**config.mk**
```make
export PLATFORM = sky130hd
export DESIGN_NAME = dated_table_interpolator_unit
export DESIGN_NICKNAME = d
export VERILOG_FILES = /design/src/hw/rtl/dti_pkg.sv /design/src/hw/rtl/dti_front.sv /design/src/hw/rtl/dti_back.sv /design/src/hw/rtl/dated_table_interpolator_unit.sv
export SDC_FILE = /design/constraint.sdc
export NUM_CORES = 2
export LEC_CHECK = 0
export BUFFER_PORTS_ARGS = -buffer_cell sky130_fd_sc_hd__buf_2
export CELL_PAD_IN_SITES_DETAIL_PLACEMENT = 0
export CELL_PAD_IN_SITES_GLOBAL_PLACEMENT = 1
export CORE_MARGIN = 2
export CORE_UTILIZATION = 50
export DETAILED_ROUTE_END_ITERATION = 10
export PLACE_DENSITY = 0.84
export RECOVER_POWER = 25
export SYNTH_ARGS = -nofsm -noshare
export SYNTH_HDL_FRONTEND = slang
export SYNTH_HIERARCHICAL = 1
export SYNTH_SLANG_ARGS = --single-unit
```
**constraint.sdc**
```tcl
create_clock -name clk -period 9.1 [get_ports clk]
set_clock_uncertainty 0.2 [all_clocks]
set_input_delay 0.91 -clock clk [delete_from_list [all_inputs] [get_ports clk]]
set_output_delay 0.91 -clock clk [all_outputs]
set_load 0.02 [all_outputs]
```
**src/hw/rtl/dti_pkg.sv**
```systemverilog
// shared types and constants for the dated table interpolator
`default_nettype none
package dti_pkg;
	localparam int MaxPoints = 64;
	localparam int IdxW = $clog2(MaxPoints);
	localparam int CntW = $clog2(MaxPoints + 1);
	localparam int DayW = 24;
	localparam int RateW = 16;
	localparam int StW = 3;
	localparam logic [RateW-1:0] RateOne = 16'd32768;

	typedef enum logic [StW-1:0] {
		ST_OK = 3'd0,
		ST_BEFORE = 3'd1,
		ST_AFTER = 3'd2,
		ST_EMPTY = 3'd3,
		ST_ORDER = 3'd4
	} status_t;

	typedef enum logic [1:0] {
		CFG_NUM = 2'd0,
		CFG_MODE = 2'd1,
		CFG_XB = 2'd2,
		CFG_XA = 2'd3
	} cfg_idx_t;

	localparam logic [1:0] ModeLeft = 2'd1;
	localparam logic [1:0] ModeRight = 2'd2;

	// queued word between front and back
	typedef struct packed {
		logic op;
		logic [IdxW-1:0] idx;
		logic in_range;
		logic [DayW-1:0] day;
		logic [RateW-1:0] rate;
	} cmd_t;

	typedef enum logic [3:0] {
		BK_IDLE, BK_LRD, BK_LCHK, BK_RD0, BK_CHK0, BK_RDN, BK_CHKN,
		BK_RDM, BK_CHKM, BK_RDLO, BK_RDHI, BK_MUL, BK_DIV, BK_OUT
	} bk_state_t;
endpackage
`default_nettype wire

```
**src/hw/rtl/dti_front.sv**
```systemverilog
// front part: takes commands, classifies them, two-entry queue to the back
`default_nettype none
module dti_front import dti_pkg::*; (
	input wire logic clk,
	input wire logic arst_n,
	input wire logic start,
	input wire logic op,
	input wire logic [5:0] point_index,
	input wire logic [DayW-1:0] day_number,
	input wire logic [RateW-1:0] rate_in,
	output logic busy,
	output logic cmd_valid,
	output cmd_t cmd,
	input wire logic cmd_pop
);
	cmd_t q_q [2];
	logic [1:0] cnt_q;
	logic rd_q;
	logic push;
	cmd_t in_cmd;

	// classify the incoming word
	always_comb begin
		in_cmd.op = op;
		in_cmd.idx = point_index[IdxW-1:0];
		in_cmd.in_range = ({26'd0, point_index} < 32'(MaxPoints));
		in_cmd.day = day_number;
		in_cmd.rate = (rate_in > RateOne) ? RateOne : rate_in;
	end

	assign busy = (cnt_q == 2'd2);
	assign push = start && !busy;
	assign cmd_valid = (cnt_q != 2'd0);
	assign cmd = q_q[rd_q];

	// queue pointers
	always_ff @(posedge clk or negedge arst_n) begin
		if (!arst_n) begin
			cnt_q <= 2'd0;
			rd_q <= 1'b0;
		end else begin
			cnt_q <= cnt_q + {1'b0, push} - {1'b0, cmd_pop};
			if (cmd_pop) rd_q <= ~rd_q;
		end
	end

	// queue storage
	always_ff @(posedge clk) begin
		if (push) q_q[rd_q ^ (cnt_q != 2'd0)] <= in_cmd;
	end
endmodule
`default_nettype wire

```
**src/hw/rtl/dti_back.sv**
```systemverilog
// back part: table memory, bisection search and interpolation
`default_nettype none
module dti_back import dti_pkg::*; (
	input wire logic clk,
	input wire logic arst_n,
	input wire logic cmd_valid,
	input cmd_t cmd,
	output logic cmd_pop,
	input wire logic [CntW-1:0] num_pts,
	input wire logic [1:0] mode,
	input wire logic xb,
	input wire logic xa,
	output logic done,
	output logic [RateW-1:0] rate_out,
	output logic [StW-1:0] status
);
	logic [DayW-1:0] dates_q [MaxPoints];
	logic [RateW-1:0] rates_q [MaxPoints];
	logic [DayW-1:0] rd_date_q;
	logic [RateW-1:0] rd_rate_q;

	bk_state_t st_q, st_d;
	cmd_t c_q;
	logic [IdxW-1:0] lo_q, hi_q, nl_q, addr;
	logic [DayW-1:0] dlo_q;
	logic [RateW-1:0] rlo_q, res_q;
	logic [StW-1:0] sts_q;
	logic neg_q;
	logic eq0_q;
	logic lin_q;
	logic out_q;
	logic [DayW+RateW-1:0] rem_q;
	logic [DayW+RateW-1:0] quo_q;
	logic [DayW-1:0] den_q;
	logic [5:0] bit_q;
	logic [IdxW:0] mid_w;
	logic [IdxW-1:0] mid;
	logic [RateW-1:0] diff;
	logic [DayW+RateW:0] trial;
	logic [RateW-1:0] rsum;

	assign mid_w = {1'b0, lo_q} + {1'b0, hi_q};
	assign mid = mid_w[IdxW:1];
	assign diff = neg_q ? (rlo_q - rd_rate_q) : (rd_rate_q - rlo_q);
	assign trial = {rem_q, quo_q[DayW+RateW-1]} - {1'b0, 16'd0, den_q};

	// memory address per state, data is seen one state later
	always_comb begin
		case (st_q)
			BK_LRD: addr = c_q.idx - IdxW'(1);
			BK_RD0: addr = '0;
			BK_RDN: addr = nl_q;
			BK_RDM: addr = mid;
			BK_RDLO: addr = lo_q;
			default: addr = hi_q;
		endcase
	end

	// table memory with registered read
	always_ff @(posedge clk) begin
		rd_date_q <= dates_q[addr];
		rd_rate_q <= rates_q[addr];
		if (st_q == BK_LCHK && c_q.in_range) begin
			dates_q[c_q.idx] <= c_q.day;
			rates_q[c_q.idx] <= c_q.rate;
		end
	end

	// next state
	always_comb begin
		st_d = st_q;
		cmd_pop = 1'b0;
		case (st_q)
			BK_IDLE: if (cmd_valid) begin
				cmd_pop = 1'b1;
				st_d = cmd.op ? BK_RD0 : BK_LRD;
			end
			BK_LRD: st_d = BK_LCHK;
			BK_LCHK: st_d = BK_OUT;
			BK_RD0: st_d = (num_pts == '0) ? BK_OUT : BK_CHK0;
			BK_CHK0: st_d = (c_q.day < rd_date_q) ? BK_OUT : BK_RDN;
			BK_RDN: st_d = BK_CHKN;
			BK_CHKN: st_d = (c_q.day >= rd_date_q || eq0_q) ? BK_OUT : BK_RDM;
			BK_RDM: st_d = BK_CHKM;
			BK_CHKM: begin
				if (c_q.day == rd_date_q) st_d = BK_OUT;
				else if ((c_q.day < rd_date_q ? mid : hi_q) -
					(c_q.day < rd_date_q ? lo_q : mid) > IdxW'(1)) st_d = BK_RDM;
				else st_d = BK_RDLO;
			end
			BK_RDLO: st_d = BK_RDHI;
			BK_RDHI: st_d = (mode == ModeLeft) ? BK_OUT : BK_MUL;
			BK_MUL: st_d = (mode == ModeRight) ? BK_OUT : BK_DIV;
			BK_DIV: if (bit_q == 6'd0) st_d = BK_OUT;
			BK_OUT: st_d = BK_IDLE;
			default: st_d = BK_IDLE;
		endcase
	end

	always_ff @(posedge clk or negedge arst_n) begin
		if (!arst_n) st_q <= BK_IDLE;
		else st_q <= st_d;
	end

	// datapath
	always_ff @(posedge clk) begin
		case (st_q)
			BK_IDLE: begin
				c_q <= cmd;
				res_q <= '0;
				sts_q <= ST_OK;
				lin_q <= 1'b0;
				nl_q <= (num_pts > CntW'(MaxPoints)) ? IdxW'(MaxPoints - 1) :
					IdxW'(num_pts - CntW'(1));
			end
			BK_LRD: ;
			BK_LCHK: if (c_q.in_range && c_q.idx != '0 && c_q.day <= rd_date_q)
				sts_q <= ST_ORDER;
			BK_RD0: if (num_pts == '0) sts_q <= ST_EMPTY;
			BK_CHK0: begin
				lo_q <= '0;
				hi_q <= nl_q;
				eq0_q <= (c_q.day == rd_date_q);
				if (c_q.day < rd_date_q) begin
					if (xb) res_q <= rd_rate_q; else sts_q <= ST_BEFORE;
				end else if (c_q.day == rd_date_q) res_q <= rd_rate_q;
			end
			// after the table wins over a hit on the first date
			BK_CHKN: begin
				if (c_q.day > rd_date_q) begin
					if (xa) res_q <= rd_rate_q;
					else begin
						res_q <= '0;
						sts_q <= ST_AFTER;
					end
				end else if (!eq0_q && c_q.day == rd_date_q) res_q <= rd_rate_q;
			end
			BK_CHKM: begin
				if (c_q.day == rd_date_q) res_q <= rd_rate_q;
				else if (c_q.day < rd_date_q) hi_q <= mid;
				else lo_q <= mid;
			end
			BK_RDHI: begin
				dlo_q <= rd_date_q;
				rlo_q <= rd_rate_q;
				if (mode == ModeLeft) res_q <= rd_rate_q;
			end
			BK_MUL: begin
				// rd holds hi point; span and sign of the rate step
				if (mode == ModeRight) res_q <= rd_rate_q;
				lin_q <= (mode != ModeRight);
				neg_q <= rd_rate_q < rlo_q;
				den_q <= rd_date_q - dlo_q;
				quo_q <= '0;
				rem_q <= '0;
				bit_q <= 6'(DayW + RateW);
			end
			BK_DIV: begin
				if (bit_q == 6'(DayW + RateW)) begin
					quo_q <= 40'(diff) * 40'(c_q.day - dlo_q);
					bit_q <= bit_q - 6'd1;
				end else begin
					if (!trial[DayW+RateW]) begin
						rem_q <= trial[DayW+RateW-1:0];
						quo_q <= {quo_q[DayW+RateW-2:0], 1'b1};
					end else begin
						rem_q <= {rem_q[DayW+RateW-2:0], quo_q[DayW+RateW-1]};
						quo_q <= {quo_q[DayW+RateW-2:0], 1'b0};
					end
					bit_q <= bit_q - 6'd1;
				end
			end
			BK_OUT: if (lin_q) res_q <= neg_q ? (rlo_q - quo_q[RateW-1:0]) : rsum;
			default: ;
		endcase
	end

	assign rsum = rlo_q + quo_q[RateW-1:0];

	// result strobe is registered from BK_OUT so the fraction lands first
	always_ff @(posedge clk or negedge arst_n) begin
		if (!arst_n) out_q <= 1'b0;
		else out_q <= (st_q == BK_OUT);
	end

	assign done = out_q;
	assign rate_out = res_q;
	assign status = sts_q;
endmodule
`default_nettype wire

```
**src/hw/rtl/dated_table_interpolator_unit.sv**
```systemverilog
// top level of the dated table interpolator
// done is registered after BK_OUT; a load word passes BK_LRD and BK_LCHK, a query takes
// one read per table end, a read and a check state per bisection step over the registered-read
// table memory, then, in linear mode, a span state, the product and a 40-bit bit-serial divider
// a two-word queue lets start be taken while the back part is at work; one word at a time
// arst_n clears control and config (extrapolation on); table content undefined
`default_nettype none
module dated_table_interpolator_unit import dti_pkg::*; (
	input wire logic clk,
	input wire logic arst_n,
	input wire logic start,
	output logic busy,
	input wire logic op,
	input wire logic [5:0] point_index,
	input wire logic [DayW-1:0] day_number,
	input wire logic [RateW-1:0] rate_in,
	input wire logic cfg_we,
	input wire logic [1:0] cfg_index,
	input wire logic [6:0] cfg_data,
	output logic done,
	output logic [RateW-1:0] rate_out,
	output logic [StW-1:0] status
);
	logic [CntW-1:0] num_q;
	logic [1:0] mode_q;
	logic xb_q, xa_q;
	logic cmd_valid, cmd_pop;
	cmd_t cmd;

	// config registers
	always_ff @(posedge clk or negedge arst_n) begin
		if (!arst_n) begin
			num_q <= '0;
			mode_q <= '0;
			xb_q <= 1'b1;
			xa_q <= 1'b1;
		end else if (cfg_we) begin
			case (cfg_idx_t'(cfg_index))
				CFG_NUM: num_q <= cfg_data[CntW-1:0];
				CFG_MODE: mode_q <= cfg_data[1:0];
				CFG_XB: xb_q <= cfg_data[0];
				CFG_XA: xa_q <= cfg_data[0];
				default: ;
			endcase
		end
	end

	dti_front u_front (.clk, .arst_n, .start, .op, .point_index, .day_number,
		.rate_in, .busy, .cmd_valid, .cmd, .cmd_pop);

	dti_back u_back (.clk, .arst_n, .cmd_valid, .cmd, .cmd_pop, .num_pts(num_q),
		.mode(mode_q), .xb(xb_q), .xa(xa_q), .done, .rate_out, .status);
endmodule
`default_nettype wire

```
* Yosys cells after proc, flatten, opt, wreduce, memory -nomap -nowiden
Memory sizes are Yosys's and may differ from the RTL's. A register that Yosys moved wholly into a read port is not among the register bits. Cells that the tools add are included. Widths: inputs -> output; s select.
Word-level totals: flip-flop bits (word level) 256, bits in writable memories 2654, output and inout port bits 21, word-level logic and storage cells 171, memories 3
Cells by class: add/subtract/negate cells 14, $mul 1, $lt $le $gt $ge 8, equal/unequal tests 37, multiplexer cells 52, bitwise logic cells 2, reductions and logical operators 28
Memory list:
- u_back.dates_q | depth 64, bits a word 24, read ports 1, clocked after Yosys merged registers in 1, write ports 1, RTL line dti_back.sv:17 | logic [DayW-1:0] dates_q [MaxPoints];
- u_back.rates_q | depth 64, bits a word 16, read ports 1, clocked after Yosys merged registers in 1, write ports 1, RTL line dti_back.sv:18 | logic [RateW-1:0] rates_q [MaxPoints];
- u_front.q_q | depth 2, bits a word 47, read ports 1, clocked after Yosys merged registers in 0, write ports 1, RTL line dti_front.sv:16 | cmd_t q_q [2];
Operators by type and width (count):
- $mux 16 | 12
- $pmux 40 s2 | 2
- $mux 40 | 3
- $pmux 16 s7 | 1
- $pmux 4 s13 | 1
- $sub 16x16->16 | 3
- $sub 41x24->41 | 1
- $mul 16x40->40 | 1
- $pmux 6 s2 | 3
- $pmux 6 s5 | 1
- $mux 4 | 7
- $sub 24x24->25 | 1
- $eq 24x24->1 | 1
- $eq 4x4->1 const B | 6
- $ge 24x24->1 | 1
- $gt 24x24->1 | 1
- $le 24x24->1 | 1
- $lt 24x24->1 | 1
- $mux 6 | 4
- $sub 24x24->24 | 1
- $mux 3 | 7
- $sub 6x1->6 const B | 3
- $add 16x16->16 | 1
- $eq 4x3->1 const B | 4
- 37 further kinds | 75

* Longest topological paths before layout
depth after elaboration 7, depth in mapped cells 37, depth with buffers taken out 36

* Cells and area by module
The synthesis kept the hierarchy.
By module, submodules not included:
- dti_back | instances 1, cells an instance 7934, area each 129863.3 sq um
- dti_front | instances 1, cells an instance 184, area each 3706.1 sq um
- dated_table_interpolator_unit | instances 1, cells an instance 26, area each 440.4 sq um

* Worst setup path before layout
Ideal clock, no wire load.
kind register to register, start point reg u_back/c_q[18] (netlist name), end point reg u_back.quo_q[39] (data pin), data arrival time 9.269 ns, data required time 8.765 ns, setup slack -0.504 ns, cell stages (with the launch flop) 32, buffers on the path 0, clock period less this slack 9.604 ns, path through edfxtp_1 ha_1 nor2b_4 o31a_4 o41ai_4 a21oi_2 o41a_4 a211o_1 a21o_1 a21o_1 xor2_1 nand2_1 fa_1 fa_1 fa_1 inv_1 fa_1 fa_1 inv_1 fa_1 inv_1 ha_1 o21ai_0 a21oi_1 nand2_1 o31ai_1 a221oi_1 o211a_1 o21ai_0 a31oi_1 or4_1 nand3_1
On the way: word-level cells in the longest chain between the ends 4
RTL lines:
- from (decl) | RTL line dti_back.sv:23 | cmd_t c_q;
- from (signal assigned) | RTL line dti_back.sv:109 | c_q <= cmd;
- $sub 24x24->25 | RTL line dti_back.sv:160 | quo_q <= 40'(diff) * 40'(c_q.day - dlo_q);
- $mul 16x40->40 | RTL line dti_back.sv:160
- $mux 40 | RTL line dti_back.sv:159 | if (bit_q == 6'(DayW + RateW)) begin
- $pmux 40 s2 | RTL line dti_back.sv:107 | case (st_q)
- to (signal assigned) | RTL line dti_back.sv:160
- to (signal assigned) | RTL line dti_back.sv:165 | quo_q <= {quo_q[DayW+RateW-2:0], 1'b1};
- to (signal assigned) | RTL line dti_back.sv:168 | quo_q <= {quo_q[DayW+RateW-2:0], 1'b0};
- to (decl) | RTL line dti_back.sv:33 | logic [DayW+RateW-1:0] quo_q;
No other way between the ends. A chain may end at the register's enable or synchronous reset.

* Worst setup path after layout
start point reg u_back.rlo_q[0], end point reg u_back.quo_q[39] (data pin)
On the way: word-level cells in the longest chain between the ends 5
RTL lines:
- from (decl) | RTL line dti_back.sv:26 | logic [RateW-1:0] rlo_q, res_q;
- from (signal assigned) | RTL line dti_back.sv:145 | rlo_q <= rd_rate_q;
- $sub 16x16->16 | RTL line dti_back.sv:44 | assign diff = neg_q ? (rlo_q - rd_rate_q) : (rd_rate_q - rlo_q);
- $mux 16 * | RTL line dti_back.sv:44
- $mul 16x40->40 * | RTL line dti_back.sv:160
- $mux 40 * | RTL line dti_back.sv:159
- $pmux 40 s2 * | RTL line dti_back.sv:107
Every way passes the cells marked *; elsewhere a longest branch is shown, timed or not.

==> results summary <==
The relative slew slack is -159%. For this design, the slowest cell found on the critical path is sky130_fd_sc_hd__fa_1. The number of cell rows is 190. Along the worst path, the maximum fanout reaches 4.

Entering global routing, the biggest net connects 116 pins. The share of the Yosys chip area taken by registers is 65.7%. The critical path's largest stage delay is 0.58 ns. Setup repair after global routing could not meet its margin everywhere. The total nets after synthesis is 8849. The average routed wire per standard cell came out at 29.5 um. The initial cell density of the core is between 50 and 60%. The clock sink total is 2950. The number of failing setup endpoints in the final timing report came out at 0. The utilization of the core after routing came out at 56.4%.

The post-layout net count came out at approximately 9000. For this run, design rule violations remaining after detail routing come to 0. The share of flip-flops with an asynchronous set or reset came out at 0.644%.

After detailed routing, no signal wire sits above met5. The total iterations of the first detailed-routing run is 5. During I/O placement, the number of pins put on the boundary was between 80 and 90.

The worst-case hold path end point is num_q[4]$_DFFE_PN0P_. The worst register-to-register path begins at u_back/rlo_q[0]$_DFFE_PP_. The number of cells on the worst hold path came out at 2.

The critical path class is flip-flop to flip-flop. The count of input and output buffers came out at 80. The end of the worst register-to-register path is u_back/quo_q[39]$_SDFFCE_PN0P_.

The initial antenna violation count is 20. The most used flip-flop cell after synthesis is sky130_fd_sc_hd__edfxtp_1. Counting cells, the worst reg-to-reg path comes to 34.

The count of cells in the finished layout, fillers not included, comes to 12300. The horizontal die dimension is around 520 um. The startpoint kind of the worst setup timing path is a flip-flop. The measured slew at the worst slew-check pin is approximately 3.9 ns. The routed wire length on met2 came out at 174000 um. The share of the cycle needed by the critical path after routing came out at between 90% and 100%. The reg2reg setup slack is 0.11 ns. The via count of the first global-routing pass was 78100. The number of instances in the synthesized netlist came out at 8144. The final hold violation count is 0. The count of placed standard cells including taps is between 10000 and 15000. After global routing the overflow that remains totals 0.

The root buffer cell chosen for the clock tree is sky130_fd_sc_hd__clkbuf_16. The most numerous cell type found on the critical path is sky130_fd_sc_hd__fa_1. The cell area that synthesis handed to floorplanning was ~130000 um2. The number of buffers inserted during clock tree synthesis came out at 300. The count of final max-slew check failures came to 1553.

After detailed routing, the wire length on met1 is 131000 um. For this block, the routed nets add up to 363000 um of wire. The final reports fail on max-capacitance violations, max-slew violations. The count of flip-flops with a built-in enable after synthesis came out at 2891. The worst min-delay path category is primary input to flip-flop. TritonCTS built the clock tree. The standard cell core area came out at 267000 um2. The number of violations of the max-capacitance limit came out at 25. At the end of routability-driven placement, the weighted congestion stood at a little over 0.9. The placed wire-length estimate after detailed placement came out at 213000 um.

The amount of wire on met3 after detailed routing came out at 35600 um. The run finished, with violations left. The aggregate global-route resource usage came out at 26.5%.

The number of distinct library cells after synthesis is 87. The wire length of the first global-routing pass is between 500000 and 600000 um. The initial detailed-routing violation count is 9514. The detail-routed via count per cell is about 6.2. The CTS clock-pin slew for the worst setup and hold paths came out at around 0.06 ns. The count of nets left with antenna violations once routing finished came out at 0.

STA classifies the critical path endpoint as a flip-flop. The startpoint identified for the worst hold timing path is cfg_data[4]. The die area came out at around 270000 um2. The data arrival at the endpoint of the critical path came out at 9.45 ns. The mean post-synth cell area is ~16 um2.

The worst path in the final design needs a cycle of 8.99 ns, including I/O delays and setup. The pre-CTS setup slack is -0.148 ns. The die height is 522 um.

The number of buffers on the longest clock path is 4. The via total after detailed routing is 76500. Once routing completed, OpenROAD measured the worst setup slack at 0.108 ns.

The post-synthesis to final-layout area growth is 12.5%. In this run, synthesis produced a sequential element count of 2950. At the later pin of the worst-skew pair, clock insertion delay measures roughly 0.88 ns. The CTS H-tree depth came out at 5.

The timing-limited maximum frequency is 111 MHz. The fraction of final layout cells sized beyond drive strength 1 came out at 19.5%. The Yosys warning count is 6.

STA puts the critical path data required time at about 9.6 ns.
critical path, delay by kind of cell, from the launching register on:
family / cells / cell delay, ns
and+or+nand+nor: 6 / 1.50
buffers and inverters: 8 / 0.69
AOI/OAI and AO/OA: 10 / 1.87
xor gates and xnor gates: 1 / 0.26
adders and majority gates: 9 / 3.87
DFF: 1 / 0.42
stage by stage:
stage	hold WS, ns	instance area [um2]	setup TNS [ns]
after floorplan	0.237	134000	0
after global placement	0.256	141000	-0.309
after detailed placement	0.261	141000	-0.419
after CTS	0.00211	150000	-0.00490
after global routing	0.0342	151000	-0.464
final	0.0588	151000	0
routing by layer:
layer	global-route usage, %	vias to the layer above
li1	-	31500
met1	34.4	39400
met2	42.7	4567
met3	4.94	972
met4	14.1	16
met5	0	-
cell usage after synthesis (all sizes together) (10+ instances only):
cell | count | area [um2]
edfxtp | 2891 | 86800
mux4 | 640 | 14400
a311oi | 43 | 383
nor3b | 12 | 101
a311o | 43 | 430
nand2b | 62 | 388
a31oi | 96 | 601
o21a | 20 | 150
buf | 116 | 569
nor4 | 12 | 75.1
nand3 | 80 | 400
nand2 | 817 | 3070
fa | 387 | 7750
mux2i | 31 | 310
o21ai | 91 | 455
a21boi | 10 | 75.1
o31ai | 11 | 87.6
mux2 | 67 | 754
clkbuf | 269 | 1010
nand4 | 21 | 131
inv | 651 | 2440
o211ai | 54 | 405
xor2 | 71 | 622
a22oi | 12 | 90.1
a21o | 68 | 510
and2 | 138 | 863
o21bai | 25 | 188
a211oi | 176 | 1320
a21oi | 187 | 943
nor2b | 59 | 377
dfxtp | 40 | 801
dfrtp | 17 | 425
ha | 258 | 3230
nor3 | 31 | 155
nor2 | 377 | 1420
xnor2 | 132 | 1160
and3 | 16 | 100
cells in the final DEF, fill, tap and decap left out, types with 18 or more instances in the layout:
cell type                   instances
sky130_fd_sc_hd__o21a_1            19
sky130_fd_sc_hd__clkinv_2          47
sky130_fd_sc_hd__xor2_1            64
sky130_fd_sc_hd__a311oi_1          40
sky130_fd_sc_hd__bufinv_16         18
sky130_fd_sc_hd__nor2b_1           56
sky130_fd_sc_hd__o211ai_1          54
sky130_fd_sc_hd__a21o_1            67
sky130_fd_sc_hd__inv_1            636
sky130_fd_sc_hd__clkinv_1          59
sky130_fd_sc_hd__buf_12            31
sky130_fd_sc_hd__a311o_1           43
sky130_fd_sc_hd__nand2b_1          62
sky130_fd_sc_hd__edfxtp_1        2891
sky130_fd_sc_hd__buf_2             49
sky130_fd_sc_hd__nand2_1          811
sky130_fd_sc_hd__fa_1             377
sky130_fd_sc_hd__ha_1             242
sky130_fd_sc_hd__nor3_1            28
sky130_fd_sc_hd__nand4_1           21
sky130_fd_sc_hd__nand3_1           78
sky130_fd_sc_hd__nor2_4            67
sky130_fd_sc_hd__clkbuf_16        303
sky130_fd_sc_hd__xnor2_1          120
sky130_fd_sc_hd__o21bai_1          24
sky130_fd_sc_hd__mux2i_1           31
sky130_fd_sc_hd__clkbuf_1         118
sky130_fd_sc_hd__dfxtp_1           40
sky130_fd_sc_hd__a211oi_1         174
sky130_fd_sc_hd__nor2_1           307
sky130_fd_sc_hd__o21ai_0           79
sky130_fd_sc_hd__and2_1           138
sky130_fd_sc_hd__mux4_2           640
sky130_fd_sc_hd__a31oi_1           95
sky130_fd_sc_hd__mux2_2            67
sky130_fd_sc_hd__buf_4            278
sky130_fd_sc_hd__a21oi_1          174
state kept, by name, indices dropped and copies added, names as in the netlist, 24 cells and up:
| register | cells |
|---|---|
| u_front/q_q | 94 |
| u_back/dlo_q | 24 |
| u_back/quo_q | 40 |
| u_back/dates_q | 1536 |
| u_back/rem_q | 40 |
| u_back/den_q | 24 |
| u_back/rd_date_q | 24 |
| u_back/c_q | 47 |
| u_back/rates_q | 1024 |
worst max path at each step:
stage                              startpoint                             end  slack, ns
finish              u_back/rlo_q[0]$_DFFE_PP_  u_back/quo_q[39]$_SDFFCE_PN0P_       0.11
global route        u_back/rlo_q[0]$_DFFE_PP_  u_back/quo_q[39]$_SDFFCE_PN0P_      -0.13
CTS                 u_back/rlo_q[0]$_DFFE_PP_  u_back/quo_q[39]$_SDFFCE_PN0P_     -0.005
detailed placement  u_back/rlo_q[0]$_DFFE_PP_  u_back/quo_q[39]$_SDFFCE_PN0P_      -0.15
global placement    u_back/rlo_q[0]$_DFFE_PP_  u_back/quo_q[39]$_SDFFCE_PN0P_      -0.10
floorplan            u_back/c_q[18]$_DFFE_PP_  u_back/quo_q[39]$_SDFFCE_PN0P_      0.004
cell families after synthesis:
logic type | synth area share [%]
simple gates | 5.55
xor+xnor | 1.33
mux | 11.6
other cells | 0.00280
compound gates | 4.65
fa+ha+maj | 8.19
flops | 65.7
buf+inv | 3.00
area by class of cell:
cell class / count / area, um2
inverter: 651 / 2450
multi-input combinational: 4158 / 43100
clock buffer: 368 / 7890
timing repair buffer: 437 / 3380
fill: 19900 / 116000
clock inverter: 165 / 1420
antenna: 4 / 10.0
tap: 3552 / 4440
sequential: 2950 / 88100
what timing repair did:
item | in CTS | in global routing
hold buffers | 14 | 0
setup buffers | 0 | 26
pin swaps | 0 | 67
gates cloned | 0 | 1
hold endpoints to repair | 40 | 0
endpoints found under the setup margin | 8 | 13
resized for setup | 7 | 100
Power is left out: the tool's default activity adds up to more than one toggle a clock period on the data nets, which glitch-free logic cannot reach.
